--- config.mk ---
export PLATFORM = sky130hd
export DESIGN_NAME = tiled_texture_swizzle
export DESIGN_NICKNAME = d
export VERILOG_FILES = /design/src/hdl/tts_pkg.sv /design/src/hdl/tiled_texture_swizzle.sv /design/src/hdl/tts_cfg.sv /design/src/hdl/tts_front.sv /design/src/hdl/tts_back.sv
export SDC_FILE = /design/constraint.sdc
export NUM_CORES = 1
export LEC_CHECK = 0
export BUFFER_PORTS_ARGS = -buffer_cell sky130_fd_sc_hd__buf_2
export CORE_MARGIN = 1.5
export CORE_UTILIZATION = 50
export DETAILED_ROUTE_END_ITERATION = 8
export GPL_TIMING_DRIVEN = 0
export HOLD_SLACK_MARGIN = 0.05
export PLACE_DENSITY = 0.75
export REMOVE_ABC_BUFFERS = 1
export SKIP_LAST_GASP = 1
export SYNTH_ARGS = -nofsm -noshare
export SYNTH_HDL_FRONTEND = slang
export SYNTH_SLANG_ARGS = --single-unit
--- constraint.sdc ---
create_clock -name clk -period 5.8 [get_ports clk]
set_input_delay 0.58 -clock clk [delete_from_list [all_inputs] [get_ports clk]]
set_output_delay 0.58 -clock clk [all_outputs]
set_load 0.03 [all_outputs]
--- src/hdl/tts_pkg.sv ---
// shared constants, types and helper functions for the tiled texture swizzle
`default_nettype none

package tts_pkg;

  localparam int unsigned MAX_DIM = 1024;
  localparam int unsigned DIM_W   = $clog2(MAX_DIM + 1);
  localparam int unsigned POS_W   = $clog2(MAX_DIM);
  localparam int unsigned TSH_W   = $clog2(POS_W + 1);
  localparam int unsigned TILE_W  = 2 * POS_W;
  localparam int unsigned ADDR_W  = 22;
  localparam int unsigned PIX_W   = 32;
  localparam int unsigned BCNT_W  = 3;
  localparam int unsigned CIDX_W  = 2;
  localparam int unsigned TILE_LOG = 3;
  localparam int unsigned MORTON_W = 2 * TILE_LOG;

  typedef enum logic [CIDX_W-1:0] {
    CFG_WIDTH  = 2'd0,
    CFG_HEIGHT = 2'd1,
    CFG_FORMAT = 2'd2,
    CFG_SPARE  = 2'd3
  } cfg_idx_t;

  typedef enum logic [1:0] {
    FMT_RGBA  = 2'd0,
    FMT_RGB   = 2'd1,
    FMT_ALPHA = 2'd2,
    FMT_RSVD  = 2'd3
  } fmt_t;

  localparam logic [BCNT_W-1:0] BPP_RGBA  = 3'd4;
  localparam logic [BCNT_W-1:0] BPP_RGB   = 3'd3;
  localparam logic [BCNT_W-1:0] BPP_ALPHA = 3'd1;

  // decoded configuration as used by the datapath
  typedef struct packed {
    logic [DIM_W-1:0]  width;
    logic [DIM_W-1:0]  height;
    logic [TSH_W-1:0]  tile_shift;
    logic [BCNT_W-1:0] bpp;
  } cfg_t;

  // one item held between the counter stage and the result stage
  typedef struct packed {
    logic [PIX_W-1:0] pixel;
    logic [POS_W-1:0] col;
    logic [POS_W-1:0] row;
    logic             last;
  } item_t;

  function automatic logic [DIM_W-1:0] clamp_dim(input logic [DIM_W-1:0] v);
    logic [DIM_W-1:0] r;
    if (v == '0) begin
      r = DIM_W'(1);
    end else if (v > DIM_W'(MAX_DIM)) begin
      r = DIM_W'(MAX_DIM);
    end else begin
      r = v;
    end
    return r;
  endfunction

  // log2 of tiles per row: ceil(log2(w)) less TILE_LOG, never below zero
  function automatic logic [TSH_W-1:0] tile_shift_of(input logic [DIM_W-1:0] w);
    logic [DIM_W-1:0] m;
    logic [TSH_W:0]   len;
    m   = w - DIM_W'(1);
    len = '0;
    for (int i = 0; i < DIM_W; i++) begin
      if (m[i]) len = (TSH_W + 1)'(i + 1);
    end
    return (len > (TSH_W + 1)'(TILE_LOG)) ? TSH_W'(len - (TSH_W + 1)'(TILE_LOG)) : '0;
  endfunction

  function automatic logic [BCNT_W-1:0] bpp_of(input fmt_t f);
    logic [BCNT_W-1:0] r;
    unique case (f)
      FMT_RGB:   r = BPP_RGB;
      FMT_ALPHA: r = BPP_ALPHA;
      default:   r = BPP_RGBA;
    endcase
    return r;
  endfunction

endpackage

`default_nettype wire

--- src/hdl/tiled_texture_swizzle.sv ---
// top level of the tiled texture swizzle
// Source pixels enter on the in_ channel in raster order, one transfer per
// pixel, and leave on the out_ channel as one transfer each: the byte offset
// of the texel in the 8x8-tiled, Morton-ordered texture, the pixel bytes
// reversed over the format's byte count, that byte count and a flag on the
// final pixel of the image.
// Throughput is one pixel per clock while out_ready stays high. A pixel goes
// from the input transfer through the input register with the column and row
// counters, then the address and byte-order logic, into the result register.
// The cfg_ channel writes image width (0), image height (1) and pixel format
// (2); it is always ready and should only be used while no pixel is in flight.
// Width and height are clamped to 1..1024 on write.
// Reset (synchronous, active low) empties both stages, zeroes the counters and
// loads width 1024, height 1024 and four-byte RGBA.
// When the receiver stalls, the result register holds its transfer and the
// input register, if empty, still takes one more pixel before in_ready drops.
`default_nettype none

module tiled_texture_swizzle (
  input  wire logic                        clk,
  input  wire logic                        rst_n,
  input  wire logic                        cfg_valid,
  output      logic                        cfg_ready,
  input  wire logic [tts_pkg::CIDX_W-1:0]  cfg_index,
  input  wire logic [tts_pkg::DIM_W-1:0]   cfg_wdata,
  input  wire logic                        in_valid,
  output      logic                        in_ready,
  input  wire logic [tts_pkg::PIX_W-1:0]   in_pixel_data,
  output      logic                        out_valid,
  input  wire logic                        out_ready,
  output      logic [tts_pkg::ADDR_W-1:0]  out_dest_byte_addr,
  output      logic [tts_pkg::PIX_W-1:0]   out_texel_data,
  output      logic [tts_pkg::BCNT_W-1:0]  out_byte_count,
  output      logic                        out_last_pixel
);
  import tts_pkg::*;

  cfg_t  cfg;
  item_t item;
  logic  item_valid, item_ready;

  tts_cfg u_cfg (
    .clk       (clk),
    .rst_n     (rst_n),
    .cfg_valid (cfg_valid),
    .cfg_ready (cfg_ready),
    .cfg_index (cfg_index),
    .cfg_wdata (cfg_wdata),
    .cfg       (cfg)
  );

  tts_front u_front (
    .clk           (clk),
    .rst_n         (rst_n),
    .cfg           (cfg),
    .in_valid      (in_valid),
    .in_ready      (in_ready),
    .in_pixel_data (in_pixel_data),
    .item_valid    (item_valid),
    .item_ready    (item_ready),
    .item          (item)
  );

  tts_back u_back (
    .clk                (clk),
    .rst_n              (rst_n),
    .cfg                (cfg),
    .item_valid         (item_valid),
    .item_ready         (item_ready),
    .item               (item),
    .out_valid          (out_valid),
    .out_ready          (out_ready),
    .out_dest_byte_addr (out_dest_byte_addr),
    .out_texel_data     (out_texel_data),
    .out_byte_count     (out_byte_count),
    .out_last_pixel     (out_last_pixel)
  );

endmodule

`default_nettype wire

--- src/hdl/tts_cfg.sv ---
// configuration registers, stored already clamped and decoded
`default_nettype none

module tts_cfg (
  input  wire logic                        clk,
  input  wire logic                        rst_n,
  input  wire logic                        cfg_valid,
  output      logic                        cfg_ready,
  input  wire logic [tts_pkg::CIDX_W-1:0]  cfg_index,
  input  wire logic [tts_pkg::DIM_W-1:0]   cfg_wdata,
  output      tts_pkg::cfg_t               cfg
);
  import tts_pkg::*;

  cfg_t             cfg_r, cfg_nxt;
  logic [DIM_W-1:0] dim;

  assign cfg_ready = 1'b1;
  assign dim       = clamp_dim(cfg_wdata);

  always_comb begin
    cfg_nxt = cfg_r;
    if (cfg_valid) begin
      unique case (cfg_idx_t'(cfg_index))
        CFG_WIDTH: begin
          cfg_nxt.width      = dim;
          cfg_nxt.tile_shift = tile_shift_of(dim);
        end
        CFG_HEIGHT: cfg_nxt.height = dim;
        CFG_FORMAT: cfg_nxt.bpp    = bpp_of(fmt_t'(cfg_wdata[1:0]));
        default:    cfg_nxt        = cfg_r;
      endcase
    end
  end

  always_ff @(posedge clk) begin
    if (!rst_n) begin
      cfg_r.width      <= DIM_W'(MAX_DIM);
      cfg_r.height     <= DIM_W'(MAX_DIM);
      cfg_r.tile_shift <= tile_shift_of(DIM_W'(MAX_DIM));
      cfg_r.bpp        <= BPP_RGBA;
    end else begin
      cfg_r <= cfg_nxt;
    end
  end

  assign cfg = cfg_r;

endmodule

`default_nettype wire

--- src/hdl/tts_front.sv ---
// input register with the column and row counters
`default_nettype none

module tts_front (
  input  wire logic                       clk,
  input  wire logic                       rst_n,
  input  wire tts_pkg::cfg_t              cfg,
  input  wire logic                       in_valid,
  output      logic                       in_ready,
  input  wire logic [tts_pkg::PIX_W-1:0]  in_pixel_data,
  output      logic                       item_valid,
  input  wire logic                       item_ready,
  output      tts_pkg::item_t             item
);
  import tts_pkg::*;

  logic             valid_r, valid_nxt;
  item_t            item_r, item_nxt;
  logic [POS_W-1:0] col_r, col_nxt;
  logic [POS_W-1:0] row_r, row_nxt;
  logic [DIM_W-1:0] col_inc, row_inc;
  logic             row_end, img_end, in_xfer;

  assign in_ready = !valid_r || item_ready;
  assign in_xfer  = in_valid && in_ready;

  assign col_inc = DIM_W'(col_r) + DIM_W'(1);
  assign row_inc = DIM_W'(row_r) + DIM_W'(1);
  // a counter left beyond a newly written limit also ends its row or image
  assign row_end = col_inc >= cfg.width;
  assign img_end = row_end && (row_inc >= cfg.height);

  always_comb begin
    col_nxt   = col_r;
    row_nxt   = row_r;
    item_nxt  = item_r;
    valid_nxt = valid_r;
    if (item_ready) valid_nxt = 1'b0;
    if (in_xfer) begin
      valid_nxt      = 1'b1;
      item_nxt.pixel = in_pixel_data;
      item_nxt.col   = col_r;
      item_nxt.row   = row_r;
      item_nxt.last  = img_end;
      if (row_end) begin
        col_nxt = '0;
        row_nxt = img_end ? '0 : row_inc[POS_W-1:0];
      end else begin
        col_nxt = col_inc[POS_W-1:0];
      end
    end
  end

  always_ff @(posedge clk) begin
    if (!rst_n) begin
      valid_r <= 1'b0;
      col_r   <= '0;
      row_r   <= '0;
    end else begin
      valid_r <= valid_nxt;
      col_r   <= col_nxt;
      row_r   <= row_nxt;
    end
  end

  always_ff @(posedge clk) begin
    item_r <= item_nxt;
  end

  assign item_valid = valid_r;
  assign item       = item_r;

endmodule

`default_nettype wire

--- src/hdl/tts_back.sv ---
// tiled address, byte reversal and the result register
`default_nettype none

module tts_back (
  input  wire logic                        clk,
  input  wire logic                        rst_n,
  input  wire tts_pkg::cfg_t               cfg,
  input  wire logic                        item_valid,
  output      logic                        item_ready,
  input  wire tts_pkg::item_t              item,
  output      logic                        out_valid,
  input  wire logic                        out_ready,
  output      logic [tts_pkg::ADDR_W-1:0]  out_dest_byte_addr,
  output      logic [tts_pkg::PIX_W-1:0]   out_texel_data,
  output      logic [tts_pkg::BCNT_W-1:0]  out_byte_count,
  output      logic                        out_last_pixel
);
  import tts_pkg::*;

  logic                valid_r;
  logic [ADDR_W-1:0]   addr_r, addr_nxt;
  logic [PIX_W-1:0]    data_r, data_nxt;
  logic [BCNT_W-1:0]   bcnt_r;
  logic                last_r;
  logic [TILE_W-1:0]   tile;
  logic [MORTON_W-1:0] morton;
  logic [ADDR_W-1:0]   texel;
  logic                load;

  assign item_ready = !valid_r || out_ready;
  assign load       = item_valid && item_ready;

  // tiles per row is a power of two, so the row of tiles is a shift
  assign tile = (TILE_W'(item.row >> TILE_LOG) << cfg.tile_shift)
              + TILE_W'(item.col >> TILE_LOG);
  assign morton = {item.row[2], item.col[2], item.row[1], item.col[1],
                   item.row[0], item.col[0]};
  assign texel = ADDR_W'({tile, {MORTON_W{1'b0}}}) + ADDR_W'(morton);

  always_comb begin
    unique case (cfg.bpp)
      BPP_RGB: begin
        addr_nxt = texel + (texel << 1);
        data_nxt = {8'h00, item.pixel[7:0], item.pixel[15:8], item.pixel[23:16]};
      end
      BPP_ALPHA: begin
        addr_nxt = texel;
        data_nxt = {24'h000000, item.pixel[7:0]};
      end
      default: begin
        addr_nxt = texel << 2;
        data_nxt = {item.pixel[7:0], item.pixel[15:8], item.pixel[23:16],
                    item.pixel[31:24]};
      end
    endcase
  end

  always_ff @(posedge clk) begin
    if (!rst_n) begin
      valid_r <= 1'b0;
    end else if (item_ready) begin
      valid_r <= item_valid;
    end
  end

  always_ff @(posedge clk) begin
    if (load) begin
      addr_r <= addr_nxt;
      data_r <= data_nxt;
      bcnt_r <= cfg.bpp;
      last_r <= item.last;
    end
  end

  assign out_valid          = valid_r;
  assign out_dest_byte_addr = addr_r;
  assign out_texel_data     = data_r;
  assign out_byte_count     = bcnt_r;
  assign out_last_pixel     = last_r;

endmodule

`default_nettype wire

# [Word level (Yosys, flattened, before mapping)]
# Cells that the tools add are included.
[classes] n_eq_ne=6 reduce_logical=14 n_shift=1 magnitude_cmp=4 add_sub_neg=7 n_mux=23
[ops] op="32-bit one-hot mux with 2 select lines" n=1
[ops] op="22-bit one-hot mux with 2 select lines" n=1
[ops] op="10-bit by 1-bit adder with 11-bit output (second input constant)" n=2
[ops] op="22-bit adder" n=1
[ops] op="22-bit by 6-bit adder with 22-bit output" n=1
[ops] op="11-bit greater-or-equal comparator" n=2
[ops] op="11-bit two-way mux" n=2
[ops] op="10-bit two-way mux" n=2
[ops] op="16-bit by 7-bit adder with 16-bit output" n=1
[ops] op="4-bit two-way mux" n=4
[ops] op="7-bit by 4-bit left shift with 16-bit output" n=1
[ops] op="5-bit two-way mux" n=3
[ops] op="3-bit two-way mux" n=4
[ops] op="11-bit > comparator (second input constant)" n=1
[ops] op="11-bit logical NOT" n=1
[ops] op="11-bit by 1-bit subtractor with 11-bit output (second input constant)" n=1
[ops] op="2-bit AND reduction" n=4
[ops] op="3-bit one-hot mux with 2 select lines" n=1
[ops] op="5-bit by 2-bit > comparator with 1-bit output (second input constant)" n=1
[ops] op="2-bit by 1-bit == test with 1-bit output (second input constant)" n=2
[ops] op="2-bit == test (second input constant)" n=2
[ops] op="2-bit two-way mux" n=2
[ops] op="4-bit by 2-bit subtractor with 4-bit output (second input constant)" n=1
[ops] op="3-bit by 1-bit == test with 1-bit output (second input constant)" n=1
[ops] op="other kinds (7)" n=13
[word_totals] word_cells=71 input_bits=50 regBits=162

# [Longest topological paths before layout]
# Gate-level depths: netlist of run 1.
[depth] depth_word=19 mapped_depth=22 depth_no_buf=20

# [Hierarchy]
# A second synthesis of run 1 with hierarchy kept.
[unflattened] cells_unflattened=973 hier_area_um2=9744.3
[modules_own_cells] module="tts_back" cells_each=461 area_per_inst_um2=4486.8 n_inst=1
[modules_own_cells] module="tts_front" cells_each=263 area_per_inst_um2=3324.4 n_inst=1
[modules_own_cells] module="tts_cfg" cells_each=249 area_per_inst_um2=1933.1 n_inst=1

# [Least setup slack after synthesis of run 1]
# Ideal clock, no wire load.
[synth_timing] kind="reg2reg" startpoint="reg u_cfg.cfg_r (netlist bit u_cfg.cfg[3])" endpoint="reg u_back.addr_r[21], in the netlist u_back.out_dest_byte_addr[21], data pin" setup_time_ns=0.274 arrival_ns=4.134 t_required_ns=5.526 setup_slack_ns=1.392 stages_incl_launch_ff=22 synth_period_minus_slack_ns=4.408 path_cell_list="dfxtp_1 buf_4 mux4_2 nor2_1 a21oi_1 and2_1 ha_1 or3_1 or2_0 o221ai_1 nor3_1 xnor2_1 inv_1 ha_1 a21oi_1 inv_1 a31oi_1 o221ai_1 a221oi_1 xnor2_1 a21o_1 a31oi_1"
[synth_via] elab_chain_cells=5
[synth_rtl] element="from (decl)" line="tts_cfg.sv:15" source="cfg_t cfg_r, cfg_nxt;"
[synth_rtl] element="from (signal assigned)" line="tts_cfg.sv:43" source="cfg_r <= cfg_nxt;"
[synth_rtl] element="7-bit by 4-bit left shift with 16-bit output *" line="tts_back.sv:34" source="assign tile = (TILE_W'(item.row >> TILE_LOG) << cfg.tile_shift)"
[synth_rtl] element="16-bit by 7-bit adder with 16-bit output *" line="tts_back.sv:35" source="+ TILE_W'(item.col >> TILE_LOG);"
[synth_rtl] element="22-bit by 6-bit adder with 22-bit output *" line="tts_back.sv:38" source="assign texel = ADDR_W'({tile, {MORTON_W{1'b0}}}) + ADDR_W'(morton);"
[synth_rtl] element="22-bit adder" line="tts_back.sv:43" source="addr_nxt = texel + (texel << 1);"
[synth_rtl] element="22-bit one-hot mux with 2 select lines *" line="tts_back.sv:41" source="unique case (cfg.bpp)"
[synth_rtl] element="net u_back.addr_nxt[21]" line="tts_back.sv:21" source="logic [ADDR_W-1:0] addr_r, addr_nxt;"
[synth_rtl] element="to (signal assigned)" line="tts_back.sv:68" source="addr_r <= addr_nxt;"
[synth_rtl] element="to (decl)" line="tts_back.sv:21"
# The timed path passes the listed nets; every way through them passes the cells marked *.
# A chain may end at the register's enable or synchronous reset.

# [Final worst setup path of run 1]
# Same ends and word-level chain as after synthesis.

==> metrics, run 1 <==
outcome finished clean; Remaining Overflow, GRT 0; Initial Util between 50% and 60%; Top Family by Delay on Critical Path compound AO/OA/AOI/OAI gates; Worst Setup SP u_cfg.cfg[3]; Num CTS Buffers 17; Hold Fails Final Rpt 0; vias in the first global route between 6000 and 7000; FFs w/ async S/R, synth 0%; DIE WIDTH 141 µm; Seq/Total Area, Yosys 45.6%; Setup Viol. Count Final 0; PostCTS Resize Cnt 0; Setup TNS Final 0 ps; Top-Level Pins around 110; Worst Hold Depth 1; Final ANT Viol Nets 0; Ys Warns 0; VDD IR-drop max 0.215 mV; FF-to-FF setup slack 630 ps; Final Wtd Congestion 0.908; root buf cell clkbuf_16; Slowest-stage cell, CP dfxtp_1; Area Overhead vs Synth 14.7%; core outline area 18700 µm²; share of layout cells above drive strength 1 16.1%; post-cts hold buffer count 0; crit end category flop; WL/cell approximately 15 µm; worst-path maximum fanout 12; Rel. slew slack 29.6%; post-layout power around 2800 µW; Detail Placement HPWL 14100 µm; maxcap violations 0; Synth cell types slightly below 80; Via density 5.55; f_max 193 MHz; Synth Instances 977; Clock Pin Slew Worst Setup and Hold Paths 70 ps; Slew @ Worst Pin 1050 ps; first-pass GRT wire length 32200 µm; postcts setup bufs 0; initial antenna violation count 0; Total Wirelength 19200 µm; CP required 5970 ps; synthesized cell area 9540 µm²; Hold Crit Class primary input to flop; die area ~20000 µm²; FF-to-FF path depth 20; PwrDens 257 nW/µm²; Skew-Pair Late Insertion Delay 440 ps; Final min period 5170 ps; Critical Path Start Type flop; port bufs 109; initial DRC count 494; Post-layout nets 1175; ant diodes 0; WHS Endpoint u_front.item[39]; H-tree Lvls 4; DRC 0; final setup skew 9.69 ps; num rows 50; Clock Sinks 162; Die Y 141 µm; Seq cells post-synth roughly 160; CTS tree done; Synth Flop Type edfxtp_1; P_leak 0.00449 µW; RR Endpoint u_back.out_dest_byte_addr[21]; Syn Area/Cell 9.77 µm²; DR pass1 iterations 5; reg2reg start u_cfg.cfg[3]; Critical Path AT 5340 ps; Setup CP Type flop to flop; EDFF count, synth approximately 110; gr usage total 20.0%; via count around 7300; largest net degree at the start of global routing 52; Crit path largest cell delay between 600 and 700 ps; worst path cell trace mux4_2, and2_1, a21oi_1, nor2_1, ha_1, or3_1, or2_0, o221ai_1, nor3_1, xnor2_1, inv_1, ha_1, a21oi_1, inv_1, a31oi_1, o221ai_1, a221oi_1, xnor2_1, a21o_1, a31oi_1; final worst-path cycle share 89.2%; CP Buf/Inv Count 2; RSZ-0062 raised after global routing no; CTS Buffer Depth 2; hold_sp in_pixel_data[18]; max-slew violation count 0
## worst register-to-register path: cells and delay by family (launching register included)
| family | cells | cell delay (ps) |
|---|---|---|
| flops | 1 | 640 |
| simple gates | 5 | 1000 |
| fa+ha+maj | 2 | 590 |
| mux | 1 | 590 |
| xor+xnor | 2 | 450 |
| compound gates | 8 | 1470 |
| buf+inv | 2 | 170 |
## how the worst max path moves through the flow
stage / endpoint / slack, ps / depth (start not counted)
after global placement: u_back.out_dest_byte_addr[21] / 620 / 16
final: u_back.out_dest_byte_addr[21] / 630 / 20
after CTS: u_back.out_dest_byte_addr[21] / 640 / 16
after floorplan: u_back.out_dest_byte_addr[21] / 1190 / 20
after global routing: u_back.out_dest_byte_addr[21] / 280 / 20
after detailed placement: u_back.out_dest_byte_addr[21] / 650 / 20
## cells by family after synthesis
| kind of cell | share of synthesized area (%) |
|---|---|
| XOR/XNOR | 3.95 |
| adder cells (fa/ha/maj) | 7.87 |
| multiplexers | 4.77 |
| buffers and inverters | 3.95 |
| AO/OA/AOI/OAI | 15.8 |
| AND/OR/NAND/NOR | 18.0 |
| flip-flops | 45.6 |
| other | 0.0393 |
## per-stage QoR
step / worst slack [ps] / instance area (µm²) / utilization [%] / hold slack (ps) / instances
2_1_floorplan: 1190 / 9360 / - / 400 / 933
3_3_place_gp: 616 / 10200 / 54.5 / 409 / 1276
3_5_place_dp: 649 / 10300 / 55.3 / 424 / 1282
4_1_cts: 635 / 10900 / 58.5 / 297 / 1314
5_1_grt: 283 / 10900 / 58.5 / 297 / 1314
6_report: 627 / 10900 / 58.5 / 314 / 1314
## layout make-up
type,count,area (µm²)
Timing Repair Buffer,115,668
Fill cell,1570,7760
Tap cell,234,293
Clock buffer,17,425
Sequential cell,162,4360
Multi-Input combinational cell,720,4830
Inverter,51,191
Clock inverter,15,183
## registers in the layout, indices dropped and copies added, names as in the netlist
name	count
u_front.item	53
u_back.out_texel_data	32
u_back.out_byte_count	3
u_front.item_valid	1
u_front.row_r	10
u_back.out_last_pixel	1
u_back.out_valid	1
u_back.out_dest_byte_addr	22
u_front.col_r	10
u_cfg.cfg	29
## cell usage after synthesis (3+ instances only)
master,instances,area [µm²]
or2_2,3,18.8
dfxtp_1,51,1020
and2_1,14,87.6
a21o_1,10,75.1
nand3b_1,16,120
mux4_2,4,90.1
nor3b_1,3,22.5
o21a_1,13,97.6
nand2b_1,10,62.6
mux2i_1,32,320
buf_2,4,20.0
nor4_1,3,18.8
o21bai_1,5,37.5
a21oi_1,37,185
mux2_1,3,33.8
or3_1,7,43.8
o31ai_1,5,37.5
and3_1,21,131
nor2b_1,19,119
a22oi_1,3,22.5
nand2_1,136,510
ha_1,56,701
nand4_1,3,18.8
o221ai_1,3,26.3
clkbuf_1,36,135
a211oi_1,10,75.1
xnor2_1,23,201
nor3_1,10,50.1
nor2_1,52,195
a21boi_1,26,195
a31oi_1,8,50.1
nand3_1,37,185
o21ai_0,46,230
a21boi_0,9,67.6
o21ai_1,23,115
edfxtp_1,111,3330
xor2_1,20,175
o211ai_1,6,45.0
inv_1,49,184
o22ai_1,4,25.0
## placed cells by master (no fill, tap or decap), drive strengths merged, types with 7 or more instances in the layout
cell type and count:
a211oi 10, a21boi 35, a21o 10, a21oi 37
a31oi 8, and2 14, and3 21, buf 115
clkbuf 17, clkinv 8, dfxtp 51, edfxtp 111
ha 56, inv 57, mux2i 32, nand2 136
nand2b 10, nand3 37, nand3b 16, nor2 53
nor2b 19, nor3 10, o21a 13, o21ai 69
o31ai 7, or2 7, or3 7, xnor2 23
xor2 20
## power breakdown
part,internal [µW],switching (µW)
logic,148,236
clock network,584,532
registers,1290,27.5
## routing by layer
layer | up-vias | share of wire [%] | GRT usage (%)
met1 | 3388 | 45 | 25.1
met4 | 0 | 1.2 | 6.20
met5 | - | 0 | 0
li1 | 3699 | - | -
met3 | 23 | 5.0 | 3.80
met2 | 184 | 49 | 34.8
(Power assumes the default switching activity.)
==> inputs of run 2 (changes only) <==
- MAX_ROUTING_LAYER: unset -> met4
==> run 2 against run 1 <==
  * Sequential share of layout area barely moved
  * Via count barely moved
  * Register-to-register slack got worse by 190 ps
  * Fmax fell by 3.6%
  * Wire length rose by 0.86%
  * Core utilization barely moved
  * Critical path type unchanged
  * Largest cell class unchanged
  * Highest routed layer unchanged
==> metrics, run 2 (synthesized netlist as in run 1, its figures left out) <==
largest net degree at the start of global routing 52 (unchanged); CTS Buffer Depth 2 (unchanged); initial antenna violation count 0 (unchanged); PostCTS Resize Cnt 0 (unchanged); post-layout power 2810 µW (about the same); Skew-Pair Late Insertion Delay 440 ps (about the same); Top Family by Delay on Critical Path compound AO/OA/AOI/OAI gates (unchanged); crit end category flop (unchanged); VDD IR-drop max 0.231 mV (was 0.215 mV); met2 Use GR 34.4% (was 34.8%); placed insts 1282 (unchanged); Initial Util 51.0% (unchanged); DRC 0 (unchanged); Hold Fails Final Rpt 0 (unchanged); Die Y 141 µm (unchanged); Slew @ Worst Pin 1040 ps (was 1050 ps); core outline area 18700 µm² (unchanged); met3 usage 4.21% (was 3.80%); DR pass1 iterations 6 (was 5); Detail Placement HPWL 14000 µm (was 14100 µm); PwrDens 257 nW/µm² (about the same); CP required 5980 ps (was 5970 ps); worst path cell trace mux2i_1, o21a_1, a21oi_1, and2_1, ha_1, or3_1, or2_0, o221ai_1, nor3_1, xnor2_1, inv_1, ha_1, a21oi_1, inv_1, a31oi_1, o221ai_1, a221oi_1, xnor2_1, a21o_1, a31oi_1 (was mux4_2, and2_1, a21oi_1, nor2_1, ha_1, or3_1, or2_0, o221ai_1, nor3_1, xnor2_1, inv_1, ha_1, a21oi_1, inv_1, a31oi_1, o221ai_1, a221oi_1, xnor2_1, a21o_1, a31oi_1); Total Wirelength 19400 µm (was 19200 µm); root buf cell clkbuf_16 (unchanged); DIE WIDTH 141 µm (unchanged); first-pass GRT wire length 32400 µm (was 32200 µm); vias in the first global route 6868 (was 6900); Post-layout nets 1175 (unchanged); num rows 50 (unchanged); share of layout cells above drive strength 1 16.1% (unchanged); Setup Viol. Count Final 0 (unchanged); Final Wtd Congestion 0.905 (was 0.908); final worst-path cycle share 92.5% (was 89.2%); P_leak 0.00449 µW (about the same); Crit path largest cell delay 780 ps (was 640 ps); postcts setup bufs 0 (unchanged); Via density 5.55 (about the same); # fillers 1569 (was 1570); Clock Pin Slew Worst Setup and Hold Paths 70 ps (about the same); Setup CP Type flop to flop (unchanged); post-cts hold buffer count 0 (unchanged); CTS tree done (unchanged); H-tree Lvls 4 (unchanged); most frequent cells in the layout nand2_1 (136), edfxtp_1 (111), buf_2 (109) (unchanged); Hold Crit Class primary input to flop (unchanged); f_max 186 MHz (was 193 MHz); Critical Path Start Type flop (unchanged); Largest register FFs 53 (unchanged); Area Overhead vs Synth 14.6% (was 14.7%); ant diodes 0 (unchanged); final hold slack 313 ps (was 314 ps); port bufs 109 (unchanged); WL/cell 14.8 µm (was 14.6 µm); maxcap violations 0 (unchanged); max-slew violation count 0 (unchanged); Remaining Overflow, GRT 0 (unchanged); Final min period 5360 ps (was 5170 ps); Setup TNS Final 0 ps (unchanged); Top-Level Pins 111 (unchanged); Clock Sinks 162 (unchanged); die area 19900 µm² (unchanged); met1 Track Usage GR 25.4% (was 25.1%); Rel. slew slack 30.6% (was 29.6%); Slowest-stage cell, CP dfxtp_1 (unchanged); Cell Count, Final, Fillers Out 1314 (unchanged); GRT busiest layer met2 (unchanged); most common cell after layout, fill and taps aside nand2_1 (unchanged); via count 7287 (was 7294); CP Buf/Inv Count 2 (unchanged); Final ANT Viol Nets 0 (unchanged); gr usage total 20.8% (was 20.0%); initial DRC count 409 (was 494); Num CTS Buffers 17 (unchanged); FF-to-FF setup slack 440 ps (was 630 ps); worst-path maximum fanout 18 (was 12); final setup skew 10.3 ps (was 9.69 ps); outcome finished clean (unchanged); Critical Path AT 5540 ps (was 5340 ps); RSZ-0062 raised after global routing no (unchanged)
[run 2: cell count changes in the layout (fill, tap and decap cells not counted)]
cell	previous run	this run
clkinv_4	2	1
clkinv_8	5	3
clkinvlp_4	1	2
inv_12	0	1
inv_6	1	2
[run 2: worst paths after layout]
kind	start	endpoint	cells after the start
worst max-delay path	u_cfg.cfg[4]	u_back.out_dest_byte_addr[21]	20
worst min-delay path	in_pixel_data[18]	u_front.item[39]	1
worst max register to register	u_cfg.cfg[4]	u_back.out_dest_byte_addr[21]	20
worst min register to register	u_front.item[0]	u_back.out_last_pixel	0
[run 2: power breakdown]
part           internal [µW]  switching (µW)  leakage (µW)
logic                    148             236       0.00271
clock network            584             533      0.000287
registers               1290            27.4       0.00149
[run 2: worst reg2reg max path, stage by stage (launching register included)]
cell	delay, ps
dfxtp_1	780
mux2i_1	470
o21a_1	230
a21oi_1	110
and2_1	200
ha_1	180
or3_1	340
or2_0	210
o221ai_1	320
nor3_1	140
xnor2_1	250
inv_1	120
ha_1	370
a21oi_1	170
inv_1	70
a31oi_1	150
o221ai_1	160
a221oi_1	430
xnor2_1	210
a21o_1	150
a31oi_1	70
[run 2: area by class of cell]
type	count	area, µm²	share of cell area, %
multi-input cells	720	4830	44.2
flip-flops and latches	162	4360	39.8
repair buffers	115	668	6.11
clock buffers	17	425	3.89
well taps	234	293	2.68
inverters	51	191	1.75
clock inverters	15	174	1.59
[run 2: routing by layer]
layer | wire length, µm | share of wire, %
met1 | 8770 | 45
met4 | 316 | 1.6
met3 | 836 | 4.3
met2 | 9480 | 49
met5 | 0 | 0
[run 2: metrics by stage]
step	area, µm²	utilization, %	worst slack, ps
finish	10900	58.5	435
global route	10900	58.5	65.2
CTS	10900	58.5	521
detailed placement	10300	55.3	636
global placement	10200	54.5	600
floorplan	9360	-	1190
==> inputs of run 3 (changes only) <==
- ABC_AREA: unset -> 1
==> run 3 against run 2 <==
  * Die area down 4.6%
  * Clock-buffer cell count grew 1
  * Register-to-register slack better by 360 ps
  * Global-route usage increased by 1.8 points
  * Flip-flop and latch count stayed put
  * Combinational power up 24%
  * Clock skew is 0.70 ps higher
  * Sequential share of layout area increased by 1.7 points
  * Power up 3.4%
  * Critical path type unchanged
  * Largest cell class is now sequential cells
  * Highest routed layer unchanged
==> metrics, run 3 <==
Remaining Overflow, GRT 0 (unchanged); Total Wirelength 19600 µm (was 19400 µm); f_max 200 MHz (was 186 MHz); H-tree Lvls 4 (unchanged); Via density 5.37 (was 5.55); share of layout cells above drive strength 1 17.2% (was 16.1%); vias in the first global route 7003 (was 6868); Seq/Total Area, Yosys 47.9% (was 45.6%); Cell Count, Final, Fillers Out 1377 (was 1314); CP required 5980 ps (about the same); CP Buf/Inv Count 2 (unchanged); Synth Flop Type edfxtp_1 (unchanged); FF-to-FF setup slack 790 ps (was 440 ps); max-slew violation count 0 (unchanged); Final min period 5010 ps (was 5360 ps); CTS Buffer Depth 2 (unchanged); # fillers 1573 (was 1569); Slowest-stage cell, CP fa_1 (was dfxtp_1); maxcap violations 0 (unchanged); core outline area 17900 µm² (was 18700 µm²); EDFF count, synth 111 (unchanged); Setup Viol. Count Final 0 (unchanged); initial DRC count 487 (was 409); DIE WIDTH 138 µm (was 141 µm); Die Y 138 µm (was 141 µm); largest net degree at the start of global routing 46 (was 52); most instantiated library cell after synthesis nand2_1 (unchanged); Synth Instances 1029 (was 977); ant diodes 0 (unchanged); Flop pwr share 45.4% (was 46.7%); Critical Path Start Type flop (unchanged); DR pass1 iterations 5 (was 6); Clock power frac 38.3% (was 39.7%); Rel. slew slack 20.2% (was 30.6%); RSZ-0062 raised after global routing no (unchanged); Synth cell types 49 (was 77); die area 19000 µm² (was 19900 µm²); synth cell count leaders nand2_1 (206), inv_1 (135), edfxtp_1 (111) (was nand2_1 (136), edfxtp_1 (111), ha_1 (56)); WL/cell 14.2 µm (was 14.8 µm); combinational power share 16.3% (was 13.7%); FFs w/ async S/R, synth 0% (unchanged); Sw Pwr 812 µW (was 796 µW); Area Overhead vs Synth 15.2% (was 14.6%); postcts setup bufs 0 (unchanged); placed insts 1346 (was 1282); worst-path maximum fanout 12 (was 18); synthesized cell area 9100 µm² (was 9540 µm²); outcome finished clean (unchanged); VDD IR-drop max 0.210 mV (was 0.231 mV); root buf cell clkbuf_16 (unchanged); gr usage total 22.5% (was 20.8%); most frequent cells in the layout nand2_1 (206), inv_1 (134), edfxtp_1 (111) (was nand2_1 (136), edfxtp_1 (111), buf_2 (109)); Largest register FFs 53 (unchanged); most common cell after layout, fill and taps aside nand2_1 (unchanged); most used cell, CP nand2_1; Top Family by Delay on Critical Path simple AND/OR/NAND/NOR gates (was compound AO/OA/AOI/OAI gates); Initial Util 50.8% (was 51.0%); Final ANT Viol Nets 0 (unchanged); top-area cell type share of the netlist area 36.6% (was 34.9%); Hold Crit Class primary input to flop (unchanged); Post-layout nets 1244 (was 1175); post-cts hold buffer count 0 (unchanged); Detail Placement HPWL 14600 µm (was 14000 µm); final setup skew 11.0 ps (was 10.3 ps); Critical Path AT 5190 ps (was 5540 ps); Hold Fails Final Rpt 0 (unchanged); Slew @ Worst Pin 1190 ps (was 1040 ps); Ys Warns 0 (unchanged); via count 7400 (was 7287); Num CTS Buffers 17 (unchanged); Final Wtd Congestion 0.915 (was 0.905); port bufs 109 (unchanged); PwrDens 278 nW/µm² (was 257 nW/µm²); Clock Sinks 162 (unchanged); Crit path largest cell delay 420 ps (was 780 ps); Setup CP Type flop to flop (unchanged); Clock Pin Slew Worst Setup and Hold Paths 70 ps (about the same); Net Sw Frac 27.9% (was 28.3%); num rows 49 (was 50); final hold slack 321 ps (was 313 ps); initial antenna violation count 0 (unchanged); synth top area cells edfxtp_1 (37%), dfxtp_1 (11%), nand2_1 (8.5%) (was edfxtp_1 (35%), dfxtp_1 (11%), ha_1 (7.3%)); PostCTS Resize Cnt 0 (unchanged); Syn Area/Cell 8.84 µm² (was 9.77 µm²); CTS tree done (unchanged); cell taking the most area after synthesis edfxtp_1 (unchanged); final worst-path cycle share 86.3% (was 92.5%); first-pass GRT wire length 32500 µm (was 32400 µm); Skew-Pair Late Insertion Delay 430 ps (was 440 ps); DRC 0 (unchanged); P_leak 0.00457 µW (was 0.00449 µW); Seq cells post-synth 162 (unchanged); crit end category flop (unchanged); Top-Level Pins 111 (unchanged); Int Power 2100 µW (was 2020 µW)
[run 3: cell count changes after synthesis, sizes merged, moves of 15 or more]
cell,delta
nand2,+82
nor2,+18
a21oi,+59
xnor2,-15
a21boi,-34
nor2b,-19
and3,-20
mux2i,-31
inv,+88
clkbuf,-16
[run 3: power by group through the flow]
| stage | Clock (µW) | Combinational, µW | Sequential [µW] |
|---|---|---|---|
| after detailed placement | 0 | 470 | 1350 |
| after global placement | 0 | 454 | 1350 |
| after floorplan | 0 | 305 | 1390 |
| after global routing | 1180 | 534 | 1330 |
| after CTS | 1130 | 473 | 1320 |
| final | 1110 | 475 | 1320 |
[run 3: layout make-up]
| type | instances | area [µm²] | share of cell area [%] |
|---|---|---|---|
| clock buffers | 18 | 429 | 4.10 |
| clock inverters | 13 | 151 | 1.44 |
| inverters | 140 | 526 | 5.02 |
| multi-input cells | 702 | 4120 | 39.3 |
| flip-flops and latches | 162 | 4350 | 41.6 |
| well taps | 229 | 287 | 2.73 |
| repair buffers | 113 | 612 | 5.84 |
[run 3: per-stage QoR]
stage | util, % | worst slack (ps) | area, µm² | total power [µW] | TNS (ps)
floorplan | - | 1510 | 8980 | 1690 | 0
global placement | 54.8 | -20.7 | 9810 | 1800 | -60.1
detailed placement | 55.3 | 762 | 9900 | 1820 | 0
CTS | 58.5 | 745 | 10500 | 2920 | 0
global route | 58.5 | 177 | 10500 | 3040 | 0
finish | 58.5 | 794 | 10500 | 2910 | 0
[run 3: final timing paths]
path / startpoint / end / cells past startpoint
worst max-delay path: u_cfg.cfg[3] / u_back.out_dest_byte_addr[21] / 29
worst min-delay path: in_pixel_data[28] / u_front.item[49] / 1
worst max register to register: u_cfg.cfg[3] / u_back.out_dest_byte_addr[21] / 29
worst min register to register: u_front.item[0] / u_back.out_last_pixel / 0
[run 3: worst register-to-register path: cells and delay by family, from the launching register on]
family	cells	cell delay, ps
and+or+nand+nor	17	2060
adders and majority gates	3	1000
AOI/OAI and AO/OA	6	890
DFF	1	410
buffers and inverters	2	240
xor gates and xnor gates	1	170
[run 3: cells by family (layout without fill, tap and decap cells)]
group           after synthesis  after routing  share of synthesized area, %
fa+ha+maj                    58             58                          8.14
simple gates                371            371                          18.1
flops                       162            162                          47.9
compound gates              236            236                          15.1
buf+inv                     165            284                          7.07
xor+xnor                     35             35                          3.62
other cells                   1              1                        0.0412
mux                           1              1                         0.110
[run 3: layer usage]
metal | wire, µm | GRT usage, % | part of all wire (%) | vias up
met5 | 0 | - | 0 | -
met4 | 427 | 7.75 | 2.2 | 0
met3 | 905 | 4.35 | 4.6 | 33
met2 | 9660 | 38.0 | 49 | 198
met1 | 8570 | 27.2 | 44 | 3414
li1 | - | - | - | 3755
